<file path="src/rtl/prt_pkg.sv">
// Shared constants and codes for the priority request table.
`timescale 1ns / 1ps

package prt_pkg;

    localparam int PENDING_DEPTH_DEF = 32;
    localparam int DONE_DEPTH_DEF    = 64;

    localparam int ID_W   = 16;
    localparam int PRIO_W = 2;
    localparam int OP_W   = 3;
    localparam int STAT_W = 3;
    localparam int WORD_W = 24;

    localparam logic [PRIO_W-1:0] PRIO_MIN = 2'd1;
    localparam logic [PRIO_W-1:0] PRIO_MAX = 2'd3;

    localparam logic [OP_W-1:0] OP_ADD     = 3'd0;
    localparam logic [OP_W-1:0] OP_UPDATE  = 3'd1;
    localparam logic [OP_W-1:0] OP_DELETE  = 3'd2;
    localparam logic [OP_W-1:0] OP_PROCESS = 3'd3;
    localparam logic [OP_W-1:0] OP_LOOKUP  = 3'd4;

    localparam logic [STAT_W-1:0] ST_OK       = 3'd0;
    localparam logic [STAT_W-1:0] ST_DUP      = 3'd1;
    localparam logic [STAT_W-1:0] ST_BADPRIO  = 3'd2;
    localparam logic [STAT_W-1:0] ST_FULL     = 3'd3;
    localparam logic [STAT_W-1:0] ST_NOTFOUND = 3'd4;
    localparam logic [STAT_W-1:0] ST_EMPTY    = 3'd5;
    localparam logic [STAT_W-1:0] ST_DONEFULL = 3'd6;

endpackage

</file>
<file path="src/rtl/priority_request_table_core.sv">
// Priority request table: pending and completed stores scanned by a sequencer.
//
//  channel | dir | word (low bit up)
//  s_axis  | in  | opcode[2:0], request_id[18:3], priority_req[20:19]
//  m_axis  | out | status[2:0], result_id[18:3], result_priority[20:19]
//
// A result shows once the P pending entries are scanned and, for add only, the
// D completed entries; the next word is taken once that result has moved to
// the output register. Delete and process first shift the S entries above the
// removed one down. Every step goes through the one read port of each RAM.
// Reset clears the counts, the sequencer and the output valid only; RAM contents are not cleared.
// One operation at a time; a result waits in the output register while the
// next word is accepted.
`timescale 1ns / 1ps

module priority_request_table_core
    import prt_pkg::*;
#(
    parameter int PENDING_DEPTH = PENDING_DEPTH_DEF,
    parameter int DONE_DEPTH    = DONE_DEPTH_DEF
) (
    input  logic              clk,
    input  logic              rst_n,
    input  logic              s_tvalid,
    output logic              s_tready,
    // opcode[2:0], request_id[18:3], priority_req[20:19]
    input  logic [WORD_W-1:0] s_tdata,
    output logic              m_tvalid,
    input  logic              m_tready,
    // status[2:0], result_id[18:3], result_priority[20:19]
    output logic [WORD_W-1:0] m_tdata
);

    localparam int PIW = $clog2(PENDING_DEPTH);
    localparam int DIW = $clog2(DONE_DEPTH);
    localparam int PEW = ID_W + PRIO_W;
    localparam logic [PIW:0] PFULL = (PIW+1)'(PENDING_DEPTH);
    localparam logic [DIW:0] DFULL = (DIW+1)'(DONE_DEPTH);

    typedef enum logic [7:0] {
        S_IDLE  = 8'b00000001,
        S_P_RD  = 8'b00000010,
        S_P_CHK = 8'b00000100,
        S_D_RD  = 8'b00001000,
        S_D_CHK = 8'b00010000,
        S_EXEC  = 8'b00100000,
        S_SH_RD = 8'b01000000,
        S_SH_WR = 8'b10000000
    } state_t;

    state_t             state_reg, state_next;
    logic               fin_reg, fin_next;
    logic [OP_W-1:0]    op_reg, op_next;
    logic [ID_W-1:0]    id_reg, id_next;
    logic [PRIO_W-1:0]  pr_reg, pr_next;
    logic [PIW-1:0]     idx_reg, idx_next;
    logic [DIW-1:0]     didx_reg, didx_next;
    logic               found_reg, found_next;
    logic               dup_reg, dup_next;
    logic [PIW-1:0]     slot_reg, slot_next;
    logic [PRIO_W-1:0]  slot_prio_reg, slot_prio_next;
    logic [PIW-1:0]     best_slot_reg, best_slot_next;
    logic [ID_W-1:0]    best_id_reg, best_id_next;
    logic [PRIO_W-1:0]  best_prio_reg, best_prio_next;
    logic [PIW-1:0]     sh_idx_reg, sh_idx_next;
    logic [PIW:0]       pcount_reg, pcount_next;
    logic [DIW:0]       dcount_reg, dcount_next;
    logic [STAT_W-1:0]  res_st_reg, res_st_next;
    logic [ID_W-1:0]    res_id_reg, res_id_next;
    logic [PRIO_W-1:0]  res_pr_reg, res_pr_next;
    logic               m_valid_reg, m_valid_next;
    logic [WORD_W-1:0]  m_data_reg, m_data_next;

    logic               p_we;
    logic [PIW-1:0]     p_waddr, p_raddr;
    logic [PEW-1:0]     p_wdata, p_rdata;
    logic               d_we;
    logic [DIW-1:0]     d_waddr, d_raddr;
    logic [ID_W-1:0]    d_rdata;

    logic               accept;
    logic               out_free;
    logic               prio_ok;
    logic [ID_W-1:0]    rd_id;
    logic [PRIO_W-1:0]  rd_pr;

    prt_ram #(.WIDTH(PEW), .DEPTH(PENDING_DEPTH)) u_pend_ram (
        .clk   (clk),
        .we    (p_we),
        .waddr (p_waddr),
        .wdata (p_wdata),
        .raddr (p_raddr),
        .rdata (p_rdata)
    );

    prt_ram #(.WIDTH(ID_W), .DEPTH(DONE_DEPTH)) u_done_ram (
        .clk   (clk),
        .we    (d_we),
        .waddr (d_waddr),
        .wdata (best_id_reg),
        .raddr (d_raddr),
        .rdata (d_rdata)
    );

    assign s_tready = (state_reg == S_IDLE) && !fin_reg;
    assign accept   = s_tvalid && s_tready;
    assign out_free = !m_valid_reg || m_tready;
    assign m_tvalid = m_valid_reg;
    assign m_tdata  = m_data_reg;
    assign prio_ok  = (pr_reg >= PRIO_MIN) && (pr_reg <= PRIO_MAX);
    assign rd_id    = p_rdata[PEW-1:PRIO_W];
    assign rd_pr    = p_rdata[PRIO_W-1:0];

    // Sequence the scans, the update and the shift
    always_comb
    begin
        state_next     = state_reg;
        fin_next       = fin_reg;
        op_next        = op_reg;
        id_next        = id_reg;
        pr_next        = pr_reg;
        idx_next       = idx_reg;
        didx_next      = didx_reg;
        found_next     = found_reg;
        dup_next       = dup_reg;
        slot_next      = slot_reg;
        slot_prio_next = slot_prio_reg;
        best_slot_next = best_slot_reg;
        best_id_next   = best_id_reg;
        best_prio_next = best_prio_reg;
        sh_idx_next    = sh_idx_reg;
        pcount_next    = pcount_reg;
        dcount_next    = dcount_reg;
        res_st_next    = res_st_reg;
        res_id_next    = res_id_reg;
        res_pr_next    = res_pr_reg;
        m_valid_next   = m_valid_reg;
        m_data_next    = m_data_reg;
        p_we           = 1'b0;
        p_waddr        = pcount_reg[PIW-1:0];
        p_wdata        = {id_reg, pr_reg};
        p_raddr        = idx_reg;
        d_we           = 1'b0;
        d_waddr        = dcount_reg[DIW-1:0];
        d_raddr        = didx_reg;

        // Drop the shown word once taken
        if (m_valid_reg && m_tready)
        begin
            m_valid_next = 1'b0;
        end

        // Hand the finished result to the output register
        if (fin_reg && out_free)
        begin
            m_valid_next = 1'b1;
            m_data_next  = {3'b000, res_pr_reg, res_id_reg, res_st_reg};
            fin_next     = 1'b0;
        end

        case (state_reg)
            S_IDLE:
            begin
                if (accept)
                begin
                    op_next    = s_tdata[OP_W-1:0];
                    id_next    = s_tdata[OP_W+ID_W-1:OP_W];
                    pr_next    = s_tdata[OP_W+ID_W+PRIO_W-1:OP_W+ID_W];
                    idx_next   = '0;
                    didx_next  = '0;
                    found_next = 1'b0;
                    dup_next   = 1'b0;
                    if (pcount_reg != '0)
                    begin
                        state_next = S_P_RD;
                    end
                    else if (s_tdata[OP_W-1:0] == OP_ADD && dcount_reg != '0)
                    begin
                        state_next = S_D_RD;
                    end
                    else
                    begin
                        state_next = S_EXEC;
                    end
                end
            end
            S_P_RD:
            begin
                state_next = S_P_CHK;
            end
            S_P_CHK:
            begin
                if (rd_id == id_reg && !found_reg)
                begin
                    found_next     = 1'b1;
                    slot_next      = idx_reg;
                    slot_prio_next = rd_pr;
                end
                if (idx_reg == '0 || rd_pr < best_prio_reg)
                begin
                    best_slot_next = idx_reg;
                    best_id_next   = rd_id;
                    best_prio_next = rd_pr;
                end
                idx_next = idx_reg + 1'b1;
                if ({1'b0, idx_reg} + 1'b1 == pcount_reg)
                begin
                    if (op_reg == OP_ADD && dcount_reg != '0)
                    begin
                        state_next = S_D_RD;
                    end
                    else
                    begin
                        state_next = S_EXEC;
                    end
                end
                else
                begin
                    state_next = S_P_RD;
                end
            end
            S_D_RD:
            begin
                state_next = S_D_CHK;
            end
            S_D_CHK:
            begin
                if (d_rdata == id_reg)
                begin
                    dup_next = 1'b1;
                end
                didx_next = didx_reg + 1'b1;
                if ({1'b0, didx_reg} + 1'b1 == dcount_reg)
                begin
                    state_next = S_EXEC;
                end
                else
                begin
                    state_next = S_D_RD;
                end
            end
            S_EXEC:
            begin
                res_st_next = ST_OK;
                res_id_next = '0;
                res_pr_next = '0;
                state_next  = S_IDLE;
                fin_next    = 1'b1;
                case (op_reg)
                    OP_ADD:
                    begin
                        if (found_reg || dup_reg)
                        begin
                            res_st_next = ST_DUP;
                        end
                        else if (!prio_ok)
                        begin
                            res_st_next = ST_BADPRIO;
                        end
                        else if (pcount_reg == PFULL)
                        begin
                            res_st_next = ST_FULL;
                        end
                        else
                        begin
                            p_we        = 1'b1;
                            pcount_next = pcount_reg + 1'b1;
                            res_id_next = id_reg;
                            res_pr_next = pr_reg;
                        end
                    end
                    OP_UPDATE:
                    begin
                        if (!found_reg)
                        begin
                            res_st_next = ST_NOTFOUND;
                        end
                        else if (!prio_ok)
                        begin
                            res_st_next = ST_BADPRIO;
                        end
                        else
                        begin
                            p_we        = 1'b1;
                            p_waddr     = slot_reg;
                            res_id_next = id_reg;
                            res_pr_next = pr_reg;
                        end
                    end
                    OP_DELETE:
                    begin
                        if (!found_reg)
                        begin
                            res_st_next = ST_NOTFOUND;
                        end
                        else
                        begin
                            res_id_next = id_reg;
                            res_pr_next = slot_prio_reg;
                            pcount_next = pcount_reg - 1'b1;
                            sh_idx_next = slot_reg;
                            fin_next    = 1'b0;
                            state_next  = S_SH_RD;
                        end
                    end
                    OP_PROCESS:
                    begin
                        if (pcount_reg == '0)
                        begin
                            res_st_next = ST_EMPTY;
                        end
                        else if (dcount_reg == DFULL)
                        begin
                            res_st_next = ST_DONEFULL;
                        end
                        else
                        begin
                            d_we        = 1'b1;
                            dcount_next = dcount_reg + 1'b1;
                            res_id_next = best_id_reg;
                            res_pr_next = best_prio_reg;
                            pcount_next = pcount_reg - 1'b1;
                            sh_idx_next = best_slot_reg;
                            fin_next    = 1'b0;
                            state_next  = S_SH_RD;
                        end
                    end
                    OP_LOOKUP:
                    begin
                        if (!found_reg)
                        begin
                            res_st_next = ST_NOTFOUND;
                        end
                        else
                        begin
                            res_id_next = id_reg;
                            res_pr_next = slot_prio_reg;
                        end
                    end
                    default:
                    begin
                        res_st_next = ST_NOTFOUND;
                    end
                endcase
            end
            S_SH_RD:
            begin
                // Close the gap one entry at a time
                if ({1'b0, sh_idx_reg} < pcount_reg)
                begin
                    p_raddr    = sh_idx_reg + 1'b1;
                    state_next = S_SH_WR;
                end
                else
                begin
                    fin_next   = 1'b1;
                    state_next = S_IDLE;
                end
            end
            S_SH_WR:
            begin
                p_we        = 1'b1;
                p_waddr     = sh_idx_reg;
                p_wdata     = p_rdata;
                sh_idx_next = sh_idx_reg + 1'b1;
                state_next  = S_SH_RD;
            end
            default:
            begin
                state_next = S_IDLE;
            end
        endcase
    end

    // Control state
    always_ff @(posedge clk or negedge rst_n)
    begin
        if (!rst_n)
        begin
            state_reg   <= S_IDLE;
            fin_reg     <= 1'b0;
            pcount_reg  <= '0;
            dcount_reg  <= '0;
            m_valid_reg <= 1'b0;
        end
        else
        begin
            state_reg   <= state_next;
            fin_reg     <= fin_next;
            pcount_reg  <= pcount_next;
            dcount_reg  <= dcount_next;
            m_valid_reg <= m_valid_next;
        end
    end

    // Payload and scan registers
    always_ff @(posedge clk)
    begin
        op_reg        <= op_next;
        id_reg        <= id_next;
        pr_reg        <= pr_next;
        idx_reg       <= idx_next;
        didx_reg      <= didx_next;
        found_reg     <= found_next;
        dup_reg       <= dup_next;
        slot_reg      <= slot_next;
        slot_prio_reg <= slot_prio_next;
        best_slot_reg <= best_slot_next;
        best_id_reg   <= best_id_next;
        best_prio_reg <= best_prio_next;
        sh_idx_reg    <= sh_idx_next;
        res_st_reg    <= res_st_next;
        res_id_reg    <= res_id_next;
        res_pr_reg    <= res_pr_next;
        m_data_reg    <= m_data_next;
    end

    a_pcount_range: assert property (@(posedge clk) disable iff (!rst_n)
        pcount_reg <= PFULL)
        else $error("pending count above depth");

    a_dcount_range: assert property (@(posedge clk) disable iff (!rst_n)
        dcount_reg <= DFULL)
        else $error("completed count above depth");

    a_shift_in_range: assert property (@(posedge clk) disable iff (!rst_n)
        state_reg == S_SH_WR |-> {1'b0, sh_idx_reg} < pcount_reg)
        else $error("shift writes past the live entries");

    a_accept_idle: assert property (@(posedge clk) disable iff (!rst_n)
        accept |=> state_reg != S_IDLE || fin_reg)
        else $error("accepted word produced no work");

endmodule

</file>
<file path="src/rtl/prt_ram.sv">
// Generic single-write, single-read RAM with registered read data.
`timescale 1ns / 1ps

module prt_ram #(
    parameter int WIDTH = 16,
    parameter int DEPTH = 32
) (
    input  logic                     clk,
    input  logic                     we,
    input  logic [$clog2(DEPTH)-1:0] waddr,
    input  logic [WIDTH-1:0]         wdata,
    input  logic [$clog2(DEPTH)-1:0] raddr,
    output logic [WIDTH-1:0]         rdata
);

    logic [WIDTH-1:0] mem [DEPTH];

    // Write, then register the read word
    always_ff @(posedge clk)
    begin
        if (we)
        begin
            mem[waddr] <= wdata;
        end
        rdata <= mem[raddr];
    end

endmodule
</file>
<file path="config.mk">
export PLATFORM = sky130hd
export DESIGN_NAME = priority_request_table_core
export DESIGN_NICKNAME = d
export VERILOG_FILES = /design/src/rtl/prt_pkg.sv /design/src/rtl/priority_request_table_core.sv /design/src/rtl/prt_ram.sv
export SDC_FILE = /design/constraint.sdc
export NUM_CORES = 2
export LEC_CHECK = 0
export ABC_AREA = 1
export BUFFER_PORTS_ARGS = -buffer_cell sky130_fd_sc_hd__clkbuf_2
export CORE_ASPECT_RATIO = 0.8
export CORE_UTILIZATION = 55
export DETAILED_ROUTE_END_ITERATION = 8
export PLACE_DENSITY = 0.73
export SETUP_SLACK_MARGIN = 0.2
export SYNTH_ARGS = -nofsm -noshare
export SYNTH_HDL_FRONTEND = slang
export SYNTH_SLANG_ARGS = --single-unit
</file>
<file path="constraint.sdc">
create_clock -name clk -period 3.4 [get_ports clk]
set_input_delay 0.17 -clock clk [delete_from_list [all_inputs] [get_ports clk]]
set_output_delay 0.17 -clock clk [all_outputs]
set_load 0.01 [all_outputs]
</file>
==> reports/results.tsv <==
metric	value	unit
htree_num_levels	4	
timing.max_slew.rel_slack	0.158	
dieArea	0.134	mm2
synth-seq-cells	1768	
cp_cell_sequence	inv_1 > ha_1 > nand2_1 > a21oi_2 > nor2_4 > nand3_4 > buf_12 > nand2_4 > nand2_8 > buf_12 > buf_12 > nand3_1 > nand3_1 > nand3_1 > nand2_2 > nand2_1 > nand2_1	
hold_ws	0.0755	ns
p_clk_frac	0.307	
critPathSlowestCell	dfrtp_2	
cts_buffers	169	
place_congestion	0.932	
final_max_slew_viol_count	0	
layout-drive-gt1-share	0.103	
grt_antenna_before_repair	11	
hold_class	input pin to async pin	
grt_usage	0.292	
drt_wl_total	199	mm
fp-row-count	118	
syn_to_final_growth	13.5	%
port_buffers	47	
drt_first_pass_iters	6	
netlist_instances	6231	
final_hold_viol_count	0	
grt_max_degree	134	
cpPeakStageDelay	0.44	ns
cts_tree	done	
period_minus_slack	3.13	ns
root_buffer	clkbuf_16	
cp.required	4.10	ns
setup_viol	0	
p_int	39.2	mW
gr-total-overflow	0	
initial_core_util	0.558	
drt_iter0_drc	7867	
cp_max_fo	29	
clock_path_buffers	3	
ys_top_cells_by_area	edfxtp_1 71%, o21ai_0 4.8%, nand2_1 4.2%, nor2_1 4.1%, nand3_1 4.1%	
vias	49900	
cellPowerDensity	711	mW/mm2
p_switching	19.5	mW
drc	0	
clk_pin_slew_worst_paths	0.06	ns
place_hpwl	114	mm
p_leak	30.4	nW
largest-register	u_done_ram.mem	
drv_cap	0	
tightest_slew	1.26	ns
yosysSeqAreaShare	0.724	
status	complete, no violations	
seqPwrFrac	0.432	
final_util	0.633	
worstSetupPathType	register to register	
clock_latency	0.82	ns
rsz0062_at_grt	true	
largest_reg_flops	1024	
grt_pass1_vias	45700	
detail_route.wl_per_cell	24.1	um
final_common_cell	edfxtp_1	
dieWidth	409	um
cts.sinks	1768	
synth_top_cell_by_area	edfxtp_1	
dieHeight	327	um
crit_path_start_kind	register	
syn_avg_cell_area	11.7	um2
irDropWorstVdd	0.000532	V
cp-end-kind	register	
fmax	319	MHz
swShare	0.333	
setup_tns	0	ns
layout_common_cells	1711 x edfxtp_1, 802 x nand2_1, 779 x nor2_1	
ys_warn_count	0	
critPathArrivalTime	3.84	ns
finalCritPeriodShare	0.922	
fin_worst_skew	0.0315	ns
ios	54	
grt_pass1_wl	290	mm
synth.distinct_cells	52	
synthesis.area	0.0727	mm2
comb_power_share	0.261	
synth_top_area_frac	0.706	
ant_nets	0	
coreArea	0.130	mm2
vias_per_cell	6.02	
fin_nets	6454	
## cells in the mapped netlist, drive strengths merged
| cell type | n |
|---|---|
| a41oi | 1 |
| a31oi | 2 |
| o21a | 1 |
| buf | 98 |
| nor3 | 12 |
| nand3b | 3 |
| nor2 | 809 |
| a21oi | 27 |
| o31ai | 8 |
| and2 | 1 |
| a22o | 1 |
| nand2 | 817 |
| edfxtp | 1711 |
| dfstp | 1 |
| o22ai | 310 |
| and3 | 1 |
| xor2 | 26 |
| o32ai | 6 |
| ha | 15 |
| dfrtp | 22 |
| a211oi | 2 |
| conb | 1 |
| o21ai | 696 |
| or2 | 10 |
| dfxtp | 34 |
| o221ai | 4 |
| clkinv | 9 |
| a22oi | 1 |
| nor4 | 8 |
| nand3 | 595 |
| clkbuf | 259 |
| o211ai | 19 |
| nand4 | 18 |
| a221oi | 3 |
| fa | 1 |
| xnor2 | 16 |
| inv | 681 |
| o2111ai | 2 |
## stage by stage
stage	total power, mW	std cells	setup slack (ns)	cell area (um2)
finish	58.7	8289	0.265	82600
global route	60.7	8287	0.164	82600
CTS	58.1	8266	0.191	82100
detailed placement	40.2	7926	0.0996	76500
global placement	39.8	7926	0.171	76500
floorplan	34.2	6233	-0.416	72800
## worst max-delay path: cells and delay by family, from the launching register on
kind	cells	cell delay (ns)
simple gates	11	1.51
buf+inv	4	0.70
flops	1	0.44
compound gates	1	0.06
fa+ha+maj	1	0.25
## final timing paths
| kind | start | end | slack (ns) | cells after the start |
|---|---|---|---|---|
| max in group asynchronous | rst_n | pcount_reg[4] | 2.80 | 2 |
| max reg2reg | pcount_reg[4] | u_pend_ram.rdata[13] | 0.27 | 17 |
| max | pcount_reg[4] | u_pend_ram.rdata[13] | 0.27 | 17 |
| min in group clk | s_tdata[12] | id_reg[9] | 0.15 | 2 |
| min | rst_n | pcount_reg[3] | 0.08 | 2 |
| min reg2reg | res_id_reg[10] | m_tdata[13] | 0.42 | 0 |
## cells by family after synthesis
| logic type | count (synthesis) | synth area share |
|---|---|---|
| adder cells (fa/ha/maj) | 16 | 0.00285 |
| flip-flops | 1768 | 0.724 |
| XOR/XNOR | 42 | 0.00506 |
| other | 1 | 0.0000515 |
| AO/OA/AOI/OAI | 1083 | 0.0821 |
| buffers and inverters | 1047 | 0.0561 |
| AND/OR/NAND/NOR | 2274 | 0.130 |
## final cells by class
type,instances,area [um2]
Sequential cell,1768,52600
Fill cell,9433,47800
Multi-Input combinational cell,3422,16400
Clock buffer,220,4550
Timing Repair Buffer,359,3480
Inverter,690,2610
Tap cell,1740,2180
Clock inverter,88,686
Antenna cell,2,5.00
## power groups by stage
stage	registers [mW]	logic [mW]	clock network [mW]
2_1_floorplan	25.7	8.54	0
3_3_place_gp	25.8	14.0	0
3_5_place_dp	25.8	14.4	0
4_1_cts	25.4	14.6	18.1
5_1_grt	25.4	16.3	19.0
6_report	25.4	15.3	18.0
## repair_timing
| action | CTS | global route |
|---|---|---|
| endpoints found under the hold margin | 51 | 0 |
| hold buffers | 24 | 0 |
| setup buffers | 4 | 15 |
| pin swaps | 4 | 6 |
| setup endpoints to repair | 20 | 802 |
| cloned | 4 | 6 |
| gates resized for setup | 5 | 49 |
## metal layers
layer,up-vias,GRT usage,wire [um]
met5,-,0,40
met4,6,0.0954,5920
met3,370,0.0792,29100
met2,3376,0.410,84400
met1,24100,0.441,80000
li1,22100,-,-
(Power assumes the default switching activity.)
